[config.mk]
export PLATFORM = sky130hd
export DESIGN_NAME = fgem_queue
export DESIGN_NICKNAME = d
export VERILOG_FILES = /design/src/hw/rtl/fgem_queue.sv
export SDC_FILE = /design/constraint.sdc
export NUM_CORES = 1
export LEC_CHECK = 0
export BUFFER_PORTS_ARGS = -buffer_cell sky130_fd_sc_hd__buf_2
export CAP_MARGIN = 10
export CORE_MARGIN = 3
export CORE_UTILIZATION = 55
export DETAILED_ROUTE_END_ITERATION = 7
export GPL_TIMING_DRIVEN = 0
export HOLD_SLACK_MARGIN = 0.08
export PLACE_DENSITY_LB_ADDON = 0.05
export SYNTH_ARGS = -nofsm -noshare
export SYNTH_HDL_FRONTEND = slang
export SYNTH_SLANG_ARGS = --single-unit
export TNS_END_PERCENT = 10
[constraint.sdc]
create_clock -name clk -period 2.48 [get_ports clk]
set_input_delay 0 -clock clk [delete_from_list [all_inputs] [get_ports clk]]
set_output_delay 0 -clock clk [all_outputs]
set_load 0.05 [all_outputs]
[src/hw/rtl/fgem_queue.sv]
// Small register FIFO for the job queue between front and back.
// Generic over width and depth; uses no package items.
`default_nettype none

module fgem_queue #(
    parameter int W     = 8,
    parameter int DEPTH = 4
) (
    input  logic         clk,
    input  logic         rst_n,
    input  logic         wr_en,
    input  logic [W-1:0] wr_data,
    output logic         full,
    input  logic         rd_en,
    output logic [W-1:0] rd_data,
    output logic         empty
);

    localparam int AW = (DEPTH > 1) ? $clog2(DEPTH) : 1;

    logic [W-1:0]  slot_reg [DEPTH];
    logic [AW-1:0] wptr_reg, wptr_next;
    logic [AW-1:0] rptr_reg, rptr_next;
    logic [AW:0]   count_reg, count_next;
    logic          do_wr, do_rd;

    assign full    = (count_reg == (AW+1)'(DEPTH));
    assign empty   = (count_reg == '0);
    assign do_wr   = wr_en && !full;
    assign do_rd   = rd_en && !empty;
    assign rd_data = slot_reg[rptr_reg];

    always_comb
    begin
        wptr_next  = wptr_reg;
        rptr_next  = rptr_reg;
        count_next = count_reg;
        if (do_wr)
        begin
            wptr_next = (wptr_reg == AW'(DEPTH-1)) ? '0 : wptr_reg + AW'(1);
        end
        if (do_rd)
        begin
            rptr_next = (rptr_reg == AW'(DEPTH-1)) ? '0 : rptr_reg + AW'(1);
        end
        if (do_wr && !do_rd)
        begin
            count_next = count_reg + (AW+1)'(1);
        end
        else if (do_rd && !do_wr)
        begin
            count_next = count_reg - (AW+1)'(1);
        end
    end

    always_ff @(posedge clk or negedge rst_n)
    begin
        if (!rst_n)
        begin
            wptr_reg  <= '0;
            rptr_reg  <= '0;
            count_reg <= '0;
        end
        else
        begin
            wptr_reg  <= wptr_next;
            rptr_reg  <= rptr_next;
            count_reg <= count_next;
        end
    end

    always_ff @(posedge clk)
    begin
        if (do_wr)
        begin
            slot_reg[wptr_reg] <= wr_data;
        end
    end

endmodule

`default_nettype wire

==> impl_metrics.yaml <==
worst_hold_path:
  hold_path.class: "in2reg"
  min_to: "wptr_reg[0]"
  hold_depth: 4
  min-delay-start: "wr_en"
clocking:
  root_buffer: "clkbuf_4"
  post_cts_buffers: 0
  clk_pin_slew_worst_paths_ns: 0.10
  numCtsBuffers: 5
  cts_sinks: 39
  cts_buffer_depth: 2
  htree_levels: 2
  clock_insertion_delay_worst_skew_ns: 0.34
  cts_tree: "done"
critical_path:
  cp_data_arrival_time_ns: 2.25
  worstPathMaxFanout: 7
  path_class: "reg2reg"
  worstSetupStartpointType: "flip-flop"
  reg2reg_to: "count_reg[1]"
  ff2ff_path_depth: 7
  crit_required_ns: 2.71
  r2r_start: "count_reg[1]"
  regToRegSetupSlack_ns: 0.46
  end_kind: "flip-flop"
power_and_ir_drop:
  pwr-share-seq: 0.419
  p_per_area_nw_per_um2: 1220
  p_sw_mw: 0.952
  power.share.clock: 0.124
  p_leak_nw: 0.741
  combPwrFrac: 0.457
  power_mw: 2.36
  switching_share: 0.404
  ir_drop_v: 0.00124
  p_int_mw: 1.41
synth:
  synth_area_um2: 1620
  yosys_warnings: 0
  synth_seq_area_share: 0.701
  synth_fp_nets: 98
  netlist.area_leader.share: 0.593
  yosysUniqueCellTypes: 19
  syn_inst: 79
  yosys.area.top_type: "edfxtp_1"
  synthTopCellsByArea: "edfxtp_1 59%, mux4_2 11%, dfrtp_1 11%"
  synth.avg_cell_area_um2: 20.5
  ys_ff_latch: 39
placed_design:
  port_buffers: 21
  finalWeightedCongestion: 0.650
global_routing:
  antenna_found_initial: 0
  grt_max_degree: 13
  track_usage: 0.158
  grt_pass1_vias: 821
  grt_first_pass_wirelength_um: 3780
  overflow: 0
timing:
  fmax_ghz: 0.495
  hold_viol: 0
  period_needed_ns: 2.02
  rsz0062_at_grt: "false"
  max_slew_margin: 0.643
  maxSlewViolCount: 0
  finalSetupViolCount: 0
  tns_ns: 0
  fin_skew_ns: 0.00803
  fin_crit_sh: 0.815
  whs_ns: 0.173
  worst_slew_pin_slew_ns: 0.536
cells_and_area:
  diodes: 0
  drive_gt1_frac: 0.420
  final_nets: 137
  layout_common_cells: "32 x edfxtp_1, 22 x buf_2, 11 x dlygate4sd3_1"
  final_common_cell: "edfxtp_1"
  area.growth.synth_to_final_pct: 19.6
  largest_register_ffs: 32
die:
  die_w_um: 60.3
  fp-row-count: 19
  core_area_um2: 2780
  die_area_um2: 3630
  die_height_um: 60.3
  start_util: 0.583
  ios: 22
drt:
  via_count: 789
  post_drt_wl_per_cell_um: 15.3
  drc: 0
  first_iter_violations: 37
  routed_wl_um: 2300
  antenna_left: 0
  viasPerCell: 5.26
  drt-pass1-iter-count: 4
job:
  cap_violations: 0
status:
  status: "complete, no violations"
[power groups by stage]
stage / combinational [mW] / sequential [mW] / clock [mW]
after floorplan: 0.886 / 0.982 / 0
after global placement: 1.06 / 0.995 / 0
after detailed placement: 1.09 / 1.01 / 0
after CTS: 1.10 / 0.991 / 0.309
after global routing: 1.17 / 1.01 / 0.337
final: 1.08 / 0.988 / 0.292
[logic make-up (layout without fill, tap and decap cells)]
kind of cell | Yosys count | count (layout) | share of synthesized area
xor gates and xnor gates | 3 | 3 | 0.0162
and+or+nand+nor | 11 | 11 | 0.0541
muxes | 13 | 13 | 0.151
buffers and inverters | 6 | 46 | 0.0193
adders and majority gates | 7 | 7 | 0.0587
DFF | 39 | 39 | 0.701
[worst max-delay path: stages (launching register included)]
cell,delay (ns)
dfrtp_1,0.49
nor3b_4,0.25
nor2b_2,0.07
buf_6,0.13
ha_1,0.22
inv_1,0.08
fa_1,0.41
mux2_2,0.27
[area by class of cell]
type,count,area (µm²)
inverter,3,11.3
tap,31,38.8
buffer,3,20.0
fill,195,843
clock inverter,3,15.0
clock buffer,5,37.5
timing repair buffer,32,215
multi-input combinational,34,464
sequential,39,1140
[per-stage QoR]
step           setup slack [ns]   util  std cells  instance area (µm²)
3_3_place_gp              0.528  0.638        131                 1780
5_1_grt                   0.364  0.697        150                 1940
2_1_floorplan             0.204      -         79                 1630
6_report                  0.458  0.697        150                 1940
4_1_cts                   0.457  0.697        150                 1940
3_5_place_dp              0.487  0.638        131                 1780
[cells in the mapped netlist]
library cell / number
mux4_2: 8
xor2_1: 2
nor2b_2: 1
edfxtp_1: 32
nor3_1: 1
mux2_4: 2
nand2b_4: 1
buf_2: 1
nor2_1: 3
ha_1: 6
buf_1: 1
buf_6: 1
inv_1: 3
dfrtp_1: 7
and2_2: 4
mux2_2: 3
nor3b_4: 1
fa_1: 1
xnor2_1: 1
[metal layers]
metal | vias to the layer above | wire, µm | global-route usage | share of wire
li1 | 382 | - | - | -
met1 | 383 | 928 | 0.176 | 0.40
met2 | 18 | 1190 | 0.261 | 0.52
met3 | 6 | 127 | 0.0583 | 0.055
met4 | 0 | 56 | 0.0854 | 0.024
met5 | - | 0 | 0 | 0
[worst max-delay path by stage]
stage / startpoint / slack [ns] / cells after the start / end
floorplan: count_reg[1] / 0.20 / 7 / count_reg[1]
global placement: count_reg[0] / 0.53 / 7 / count_reg[1]
detailed placement: count_reg[0] / 0.49 / 7 / count_reg[1]
CTS: count_reg[1] / 0.46 / 7 / count_reg[1]
global route: count_reg[1] / 0.36 / 8 / count_reg[2]
finish: count_reg[1] / 0.46 / 7 / count_reg[1]
[what timing repair did]
item                       CTS  global route
hold endpoints to repair    41             0
setup endpoints to repair    0             0
resized for setup            0             0
hold buffers                11             0
Power figures use the tool's default switching activity.
