### src/hw/rtl/fgem_pkg.sv
// Shared types and constants for the forward gradient edge map.
// No dependencies; imported by every module of the block but fgem_queue.
`default_nettype none

package fgem_pkg;

    localparam int CFG_IDX_W   = 1;
    localparam int CFG_W       = 13;
    localparam int WIDTH_REG_W = 12;
    localparam int HGT_W       = 13;
    localparam int ROW_W       = 12;
    localparam int JOBQ_DEPTH  = 4;

    localparam logic [CFG_IDX_W-1:0] REG_WIDTH  = 1'b0;
    localparam logic [CFG_IDX_W-1:0] REG_HEIGHT = 1'b1;

    localparam logic [WIDTH_REG_W-1:0] WIDTH_RESET  = 12'd640;
    localparam logic [HGT_W-1:0]       HEIGHT_RESET = 13'd480;
    localparam logic [HGT_W-1:0]       HEIGHT_LIMIT = 13'd4096;

    typedef struct packed {
        logic has_up;
        logic last_row;
        logic has_right;
        logic self_rd;
    } job_ctl_t;

endpackage

`default_nettype wire

### src/hw/rtl/fgem_front.sv
// Front end: configuration registers, raster counters and job classification.
// Depends on fgem_pkg; feeds the job queue.
`default_nettype none

module fgem_front #(
    parameter int MAX_WIDTH   = 2048,
    parameter int SAMPLE_BITS = 16,
    parameter int COL_W       = 11
) (
    input  logic                           clk,
    input  logic                           rst_n,
    input  logic                           cfg_we,
    input  logic [fgem_pkg::CFG_IDX_W-1:0] cfg_index,
    input  logic [fgem_pkg::CFG_W-1:0]     cfg_data,
    input  logic                           push,
    input  logic [SAMPLE_BITS-1:0]         sample,
    input  logic                           q_full,
    output logic                           job_push,
    output fgem_pkg::job_ctl_t             job_ctl,
    output logic [SAMPLE_BITS-1:0]         job_sample,
    output logic [fgem_pkg::ROW_W-1:0]     job_row,
    output logic [COL_W-1:0]               job_col,
    output logic [COL_W-1:0]               job_addr
);

    import fgem_pkg::*;

    localparam int CNT_W = COL_W + 1;

    logic [WIDTH_REG_W-1:0] width_reg, width_next;
    logic [HGT_W-1:0]       height_reg, height_next;
    logic [COL_W-1:0]       col_reg, col_next;
    logic [ROW_W-1:0]       row_reg, row_next;
    logic [31:0]            w_ext, w_clamp;
    logic [CNT_W-1:0]       w_eff;
    logic [HGT_W-1:0]       h_eff;
    logic                   c_last, last_row, accept;

    assign w_ext   = {{(32-WIDTH_REG_W){1'b0}}, width_reg};
    assign w_clamp = (width_reg == '0) ? 32'd1 :
                     (w_ext > 32'(MAX_WIDTH)) ? 32'(MAX_WIDTH) : w_ext;
    assign w_eff   = w_clamp[CNT_W-1:0];
    assign h_eff   = (height_reg == '0) ? HGT_W'(1) :
                     (height_reg > HEIGHT_LIMIT) ? HEIGHT_LIMIT : height_reg;

    assign c_last   = ((CNT_W'(col_reg) + CNT_W'(1)) == w_eff);
    assign last_row = ((HGT_W'(row_reg) + HGT_W'(1)) == h_eff);
    assign accept   = push && !q_full;

    assign job_push           = accept;
    assign job_ctl.has_up     = (row_reg != '0);
    assign job_ctl.last_row   = last_row;
    assign job_ctl.has_right  = !c_last;
    assign job_ctl.self_rd    = (w_eff == CNT_W'(1));
    assign job_sample         = sample;
    assign job_row            = row_reg;
    assign job_col            = col_reg;
    assign job_addr           = c_last ? '0 : col_reg + COL_W'(1);

    always_comb
    begin
        width_next  = width_reg;
        height_next = height_reg;
        col_next    = col_reg;
        row_next    = row_reg;
        if (cfg_we)
        begin
            case (cfg_index)
                REG_WIDTH:  width_next  = cfg_data[WIDTH_REG_W-1:0];
                REG_HEIGHT: height_next = cfg_data[HGT_W-1:0];
                default:    width_next  = width_reg;
            endcase
            col_next = '0;
            row_next = '0;
        end
        else if (accept)
        begin
            if (c_last)
            begin
                col_next = '0;
                row_next = last_row ? '0 : row_reg + ROW_W'(1);
            end
            else
            begin
                col_next = col_reg + COL_W'(1);
            end
        end
    end

    always_ff @(posedge clk or negedge rst_n)
    begin
        if (!rst_n)
        begin
            width_reg  <= WIDTH_RESET;
            height_reg <= HEIGHT_RESET;
            col_reg    <= '0;
            row_reg    <= '0;
        end
        else
        begin
            width_reg  <= width_next;
            height_reg <= height_next;
            col_reg    <= col_next;
            row_reg    <= row_next;
        end
    end

endmodule

`default_nettype wire

### config.mk
export PLATFORM = sky130hd
export DESIGN_NAME = fgem_front
export DESIGN_NICKNAME = d
export VERILOG_FILES = /design/src/hw/rtl/fgem_pkg.sv /design/src/hw/rtl/fgem_front.sv
export SDC_FILE = /design/constraint.sdc
export NUM_CORES = 1
export LEC_CHECK = 0
export BUFFER_PORTS_ARGS = -buffer_cell sky130_fd_sc_hd__buf_4
export CORE_AREA = 2 2 95 133
export CTS_CLUSTER_SIZE = 20
export DETAILED_ROUTE_END_ITERATION = 8
export DIE_AREA = 0 0 97 135
export HOLD_SLACK_MARGIN = 0.15
export PLACE_DENSITY_LB_ADDON = 0.08
export SLEW_MARGIN = 20
export SYNTH_ARGS = -nofsm -noshare
export SYNTH_HDL_FRONTEND = slang
export SYNTH_SLANG_ARGS = --single-unit
export TNS_END_PERCENT = 20
### constraint.sdc
create_clock -name clk -period 3.8 [get_ports clk]
set_input_delay 0.76 -clock clk [delete_from_list [all_inputs] [get_ports clk]]
set_output_delay 0.76 -clock clk [all_outputs]
set_load 0.01 [all_outputs]
==> flow_results.xml <==
<?xml version="1.0" encoding="UTF-8"?>
<metrics>
  <group name="cts">
    <metric name="postCtsSetupBuffers" unit="">0</metric>
    <metric name="clock_latency" unit="ns">0.30</metric>
    <metric name="cts_buffers" unit="">5</metric>
    <metric name="clock_tree.htree_level_count" unit="">2</metric>
    <metric name="hold_buffers" unit="">0</metric>
    <metric name="cts-root-buf" unit="">clkbuf_16</metric>
    <metric name="tritoncts" unit="">yes</metric>
    <metric name="clk_transition_reported_paths" unit="ns">0.08</metric>
    <metric name="cts-root-to-sink-buffers" unit="">2</metric>
    <metric name="cts_num_sinks" unit="">48</metric>
  </group>
  <group name="placed_design">
    <metric name="io_buffers" unit="">57</metric>
    <metric name="gpl.final_weighted_congestion" unit="">0.8396</metric>
    <metric name="place_worst_setup_slack" unit="ns">0.2261</metric>
    <metric name="dp_hpwl" unit="um">9071</metric>
    <metric name="placed_cells_incl_taps" unit="">583</metric>
    <metric name="standard_cell_area_after_detailed_placement" unit="um2">4120</metric>
  </group>
  <group name="routing">
    <metric name="iteration_count_of_the_initial_detailed_routing_pass" unit="">4</metric>
    <metric name="post-route-drc-count" unit="">0</metric>
    <metric name="route.detailed.vias_per_inst" unit="">5.636</metric>
    <metric name="detail_route.iter0.violations" unit="">140</metric>
    <metric name="drt-wirelength-per-cell" unit="um">19.95</metric>
    <metric name="wl" unit="um">11790</metric>
    <metric name="dr_total_vias" unit="">3331</metric>
    <metric name="detail-route-antenna-nets" unit="">0</metric>
  </group>
  <group name="cells_and_area">
    <metric name="layout.filler_cells" unit="">1239</metric>
    <metric name="antenna-diode-count" unit="">0</metric>
    <metric name="number_of_flip_flops_under_the_largest_register_name" unit="">13</metric>
    <metric name="layout.cells.non_filler" unit="">591</metric>
    <metric name="areaGrowthSynthToFinish" unit="%">18.28</metric>
    <metric name="multiInputGateArea" unit="um2">2096</metric>
    <metric name="finalNetCount" unit="">481</metric>
    <metric name="layout.cell_area.non_filler" unit="um2">4274</metric>
    <metric name="fraction_of_layout_instances_using_a_drive_strength_above_1" unit="">0.2860</metric>
    <metric name="regArea" unit="um2">1211</metric>
  </group>
  <group name="yosys">
    <metric name="ys_types" unit="">66</metric>
    <metric name="yosysWarningCount" unit="">0</metric>
    <metric name="synth.net_count" unit="">447</metric>
    <metric name="yosysTopAreaCell" unit="">dfrtp_1</metric>
    <metric name="netlist.area_leader.share" unit="">0.2909</metric>
    <metric name="ys_dominant_reg_cell" unit="">dfrtp_1</metric>
    <metric name="post_synth.cell_area_avg" unit="um2">8.835</metric>
    <metric name="netlist_top_cells_area" unit="">dfrtp_1 29%, mux2_2 7.2%, dfstp_2 4.4%</metric>
    <metric name="synth-seq-area-share" unit="">0.3345</metric>
    <metric name="post_synth_inst_count" unit="">409</metric>
    <metric name="ys_async_sr_fraction" unit="">1.000</metric>
    <metric name="synth-simple-area-share" unit="">0.2285</metric>
    <metric name="most_instantiated_cells_after_synthesis" unit="">42 x dfrtp_1, 24 x nand3_1, 23 x mux2_2, 23 x nand2_1, 19 x clkbuf_1</metric>
    <metric name="largest_family_of_logic_cells_by_synthesized_area" unit="">simple AND/OR/NAND/NOR gates</metric>
    <metric name="cell_area_after_technology_mapping" unit="um2">3613</metric>
    <metric name="synth-xor-area-share" unit="">0.06337</metric>
    <metric name="most_used_standard_cell_by_instance_count_after_synthesis" unit="">dfrtp_1</metric>
    <metric name="synth_compound_gate_area_share" unit="">0.1956</metric>
    <metric name="ys_seq_elements" unit="">48</metric>
    <metric name="synthMuxAreaShare" unit="">0.07999</metric>
    <metric name="synth_adder_area_share" unit="">0.01039</metric>
    <metric name="edff_count_synth" unit="">0</metric>
  </group>
  <group name="setup_path">
    <metric name="setup.worst_path.class" unit="">reg2out</metric>
    <metric name="timing.critical_path.arrival" unit="ns">2.87</metric>
    <metric name="timing.reg2reg.setup_slack" unit="ns">0.61</metric>
    <metric name="worstPathRequired" unit="ns">3.04</metric>
    <metric name="cp-start-kind" unit="">register</metric>
    <metric name="critPathMaxFanout" unit="">12</metric>
    <metric name="setup.worst_path.end_class" unit="">primary output</metric>
  </group>
  <group name="floorplanning">
    <metric name="die_w" unit="um">97</metric>
    <metric name="core-area" unit="um2">11820</metric>
    <metric name="ioPinCount" unit="">90</metric>
    <metric name="rows" unit="">47</metric>
    <metric name="die_area" unit="um2">13100</metric>
    <metric name="floorplan.initialDensity" unit="">0.3057</metric>
    <metric name="fp.dieH" unit="um">135</metric>
  </group>
  <group name="sta">
    <metric name="setup_slack" unit="ns">0.1692</metric>
    <metric name="setup-violations-final" unit="">0</metric>
    <metric name="fin_worst_skew" unit="ns">0.01053</metric>
    <metric name="final.setup.tns" unit="ns">0</metric>
    <metric name="final.hold.worst_slack" unit="ns">0.4730</metric>
    <metric name="timing.final.crit_share" unit="">0.9555</metric>
    <metric name="timing.fmax" unit="MHz">275.4</metric>
    <metric name="slew_viol_final" unit="">0</metric>
    <metric name="post-route-min-period" unit="ns">3.631</metric>
    <metric name="final_hold_viol_count" unit="">0</metric>
    <metric name="slew_headroom" unit="">0.5524</metric>
    <metric name="tightest_slew" unit="ns">0.6689</metric>
    <metric name="rsz_0062_raised_after_global_routing" unit="">no</metric>
  </group>
  <group name="grt">
    <metric name="antenna_found_initial" unit="">0</metric>
    <metric name="grt_usage" unit="">0.1818</metric>
    <metric name="grt_overflow" unit="">0</metric>
    <metric name="first_global_vias" unit="">3301</metric>
    <metric name="grt_first_pass_wirelength" unit="um">18740</metric>
    <metric name="maximum_number_of_pins_on_one_net_before_global_route_repair" unit="">49</metric>
  </group>
  <group name="hold_path">
    <metric name="hold_path_class" unit="">in2async</metric>
  </group>
  <group name="pwr">
    <metric name="power-per-cell-area" unit="nW/um2">311.8</metric>
    <metric name="power.ir.vdd_worst" unit="mV">0.1686</metric>
    <metric name="leakage_dissipation" unit="nW">1.782</metric>
  </group>
  <group name="flow_run">
    <metric name="drv_cap" unit="">0</metric>
  </group>
  <group name="outcome">
    <metric name="status" unit="">finished clean</metric>
  </group>
</metrics>
==> what timing repair did <==
action / 4_1_cts / 5_1_grt
resized for setup: 1 / 4
pin swaps: 0 / 1
gates cloned: 0 / 0
endpoints found under the setup margin: 4 / 6
==> cell type report <==
| type | count | area share |
|---|---|---|
| Multi-Input combinational cell | 298 | 0.4903 |
| Timing Repair Buffer | 77 | 0.1382 |
| Sequential cell | 48 | 0.2834 |
| Tap cell | 147 | 0.04303 |
| Clock buffer | 5 | 0.02927 |
| Clock inverter | 3 | 0.004391 |
| Inverter | 13 | 0.01142 |
==> through the flow <==
stage                       util  power [mW]
final                     0.3616       1.333
after global routing      0.3616       1.405
after CTS                 0.3610       1.353
after detailed placement  0.3486      0.8959
after global placement    0.3486      0.8932
after floorplan                -      0.8019
==> metal layers <==
layer / vias to the layer above / GRT usage / wire (um)
li1: 1566 / - / -
met1: 1636 / 0.2069 / 4591
met2: 102 / 0.3380 / 6285
met3: 27 / 0.02433 / 432
met4: 0 / 0.07903 / 481
met5: - / 0 / 0
==> logic make-up after synthesis <==
kind of cell / Yosys count
flip-flops: 48
multiplexers: 26
buffers and inverters: 63
XOR/XNOR: 23
adder cells (fa/ha/maj): 3
AND/OR/NAND/NOR: 146
AO/OA/AOI/OAI: 100
==> power breakdown <==
group          internal [mW]  switching [mW]
combinational          0.129           0.127
sequential             0.560          0.0671
clock                  0.243           0.206
total                  0.932           0.401
==> worst max-delay path, stage by stage, from the launching register on <==
cell and delay (ns):
dfrtp_1 0.36, nand4_1 0.47, o31a_1 0.49, nor3_1 0.19, o32ai_1 0.12, nor4_2 0.36, nand2_2 0.22, and2_1 0.22
buf_4 0.14
==> cells in the final DEF, fill, tap and decap left out, types with 9 or more instances in the layout <==
master | Yosys | routed
buf_4 | 17 | 76
dfrtp_1 | 42 | 40
nand3_1 | 24 | 24
mux2_2 | 23 | 23
nand2_1 | 23 | 22
nor2_1 | 17 | 17
o21ai_0 | 17 | 17
a31oi_1 | 16 | 16
inv_1 | 13 | 13
nor4_1 | 13 | 13
xnor2_1 | 13 | 13
a21oi_1 | 11 | 11
nand2b_1 | 10 | 10
a21o_1 | 9 | 9
==> final timing paths <==
| path | to | depth (start not counted) | from |
|---|---|---|---|
| worst min register to register | height_reg[0]$_DFFE_PN0P_ | 1 | height_reg[0]$_DFFE_PN0P_ |
| min in group clk | height_reg[0]$_DFFE_PN0P_ | 1 | height_reg[0]$_DFFE_PN0P_ |
| max in group asynchronous | job_row[0]$_DFFE_PN0P_ | 1 | rst_n |
| worst max-delay path | job_addr[1] | 8 | job_col[2]$_DFFE_PN0P_ |
| worst max register to register | job_row[2]$_DFFE_PN0P_ | 9 | job_col[2]$_DFFE_PN0P_ |
| worst min-delay path | job_row[11]$_DFFE_PN0P_ | 1 | rst_n |
Note: power is estimated with default switching activity, not from simulation.
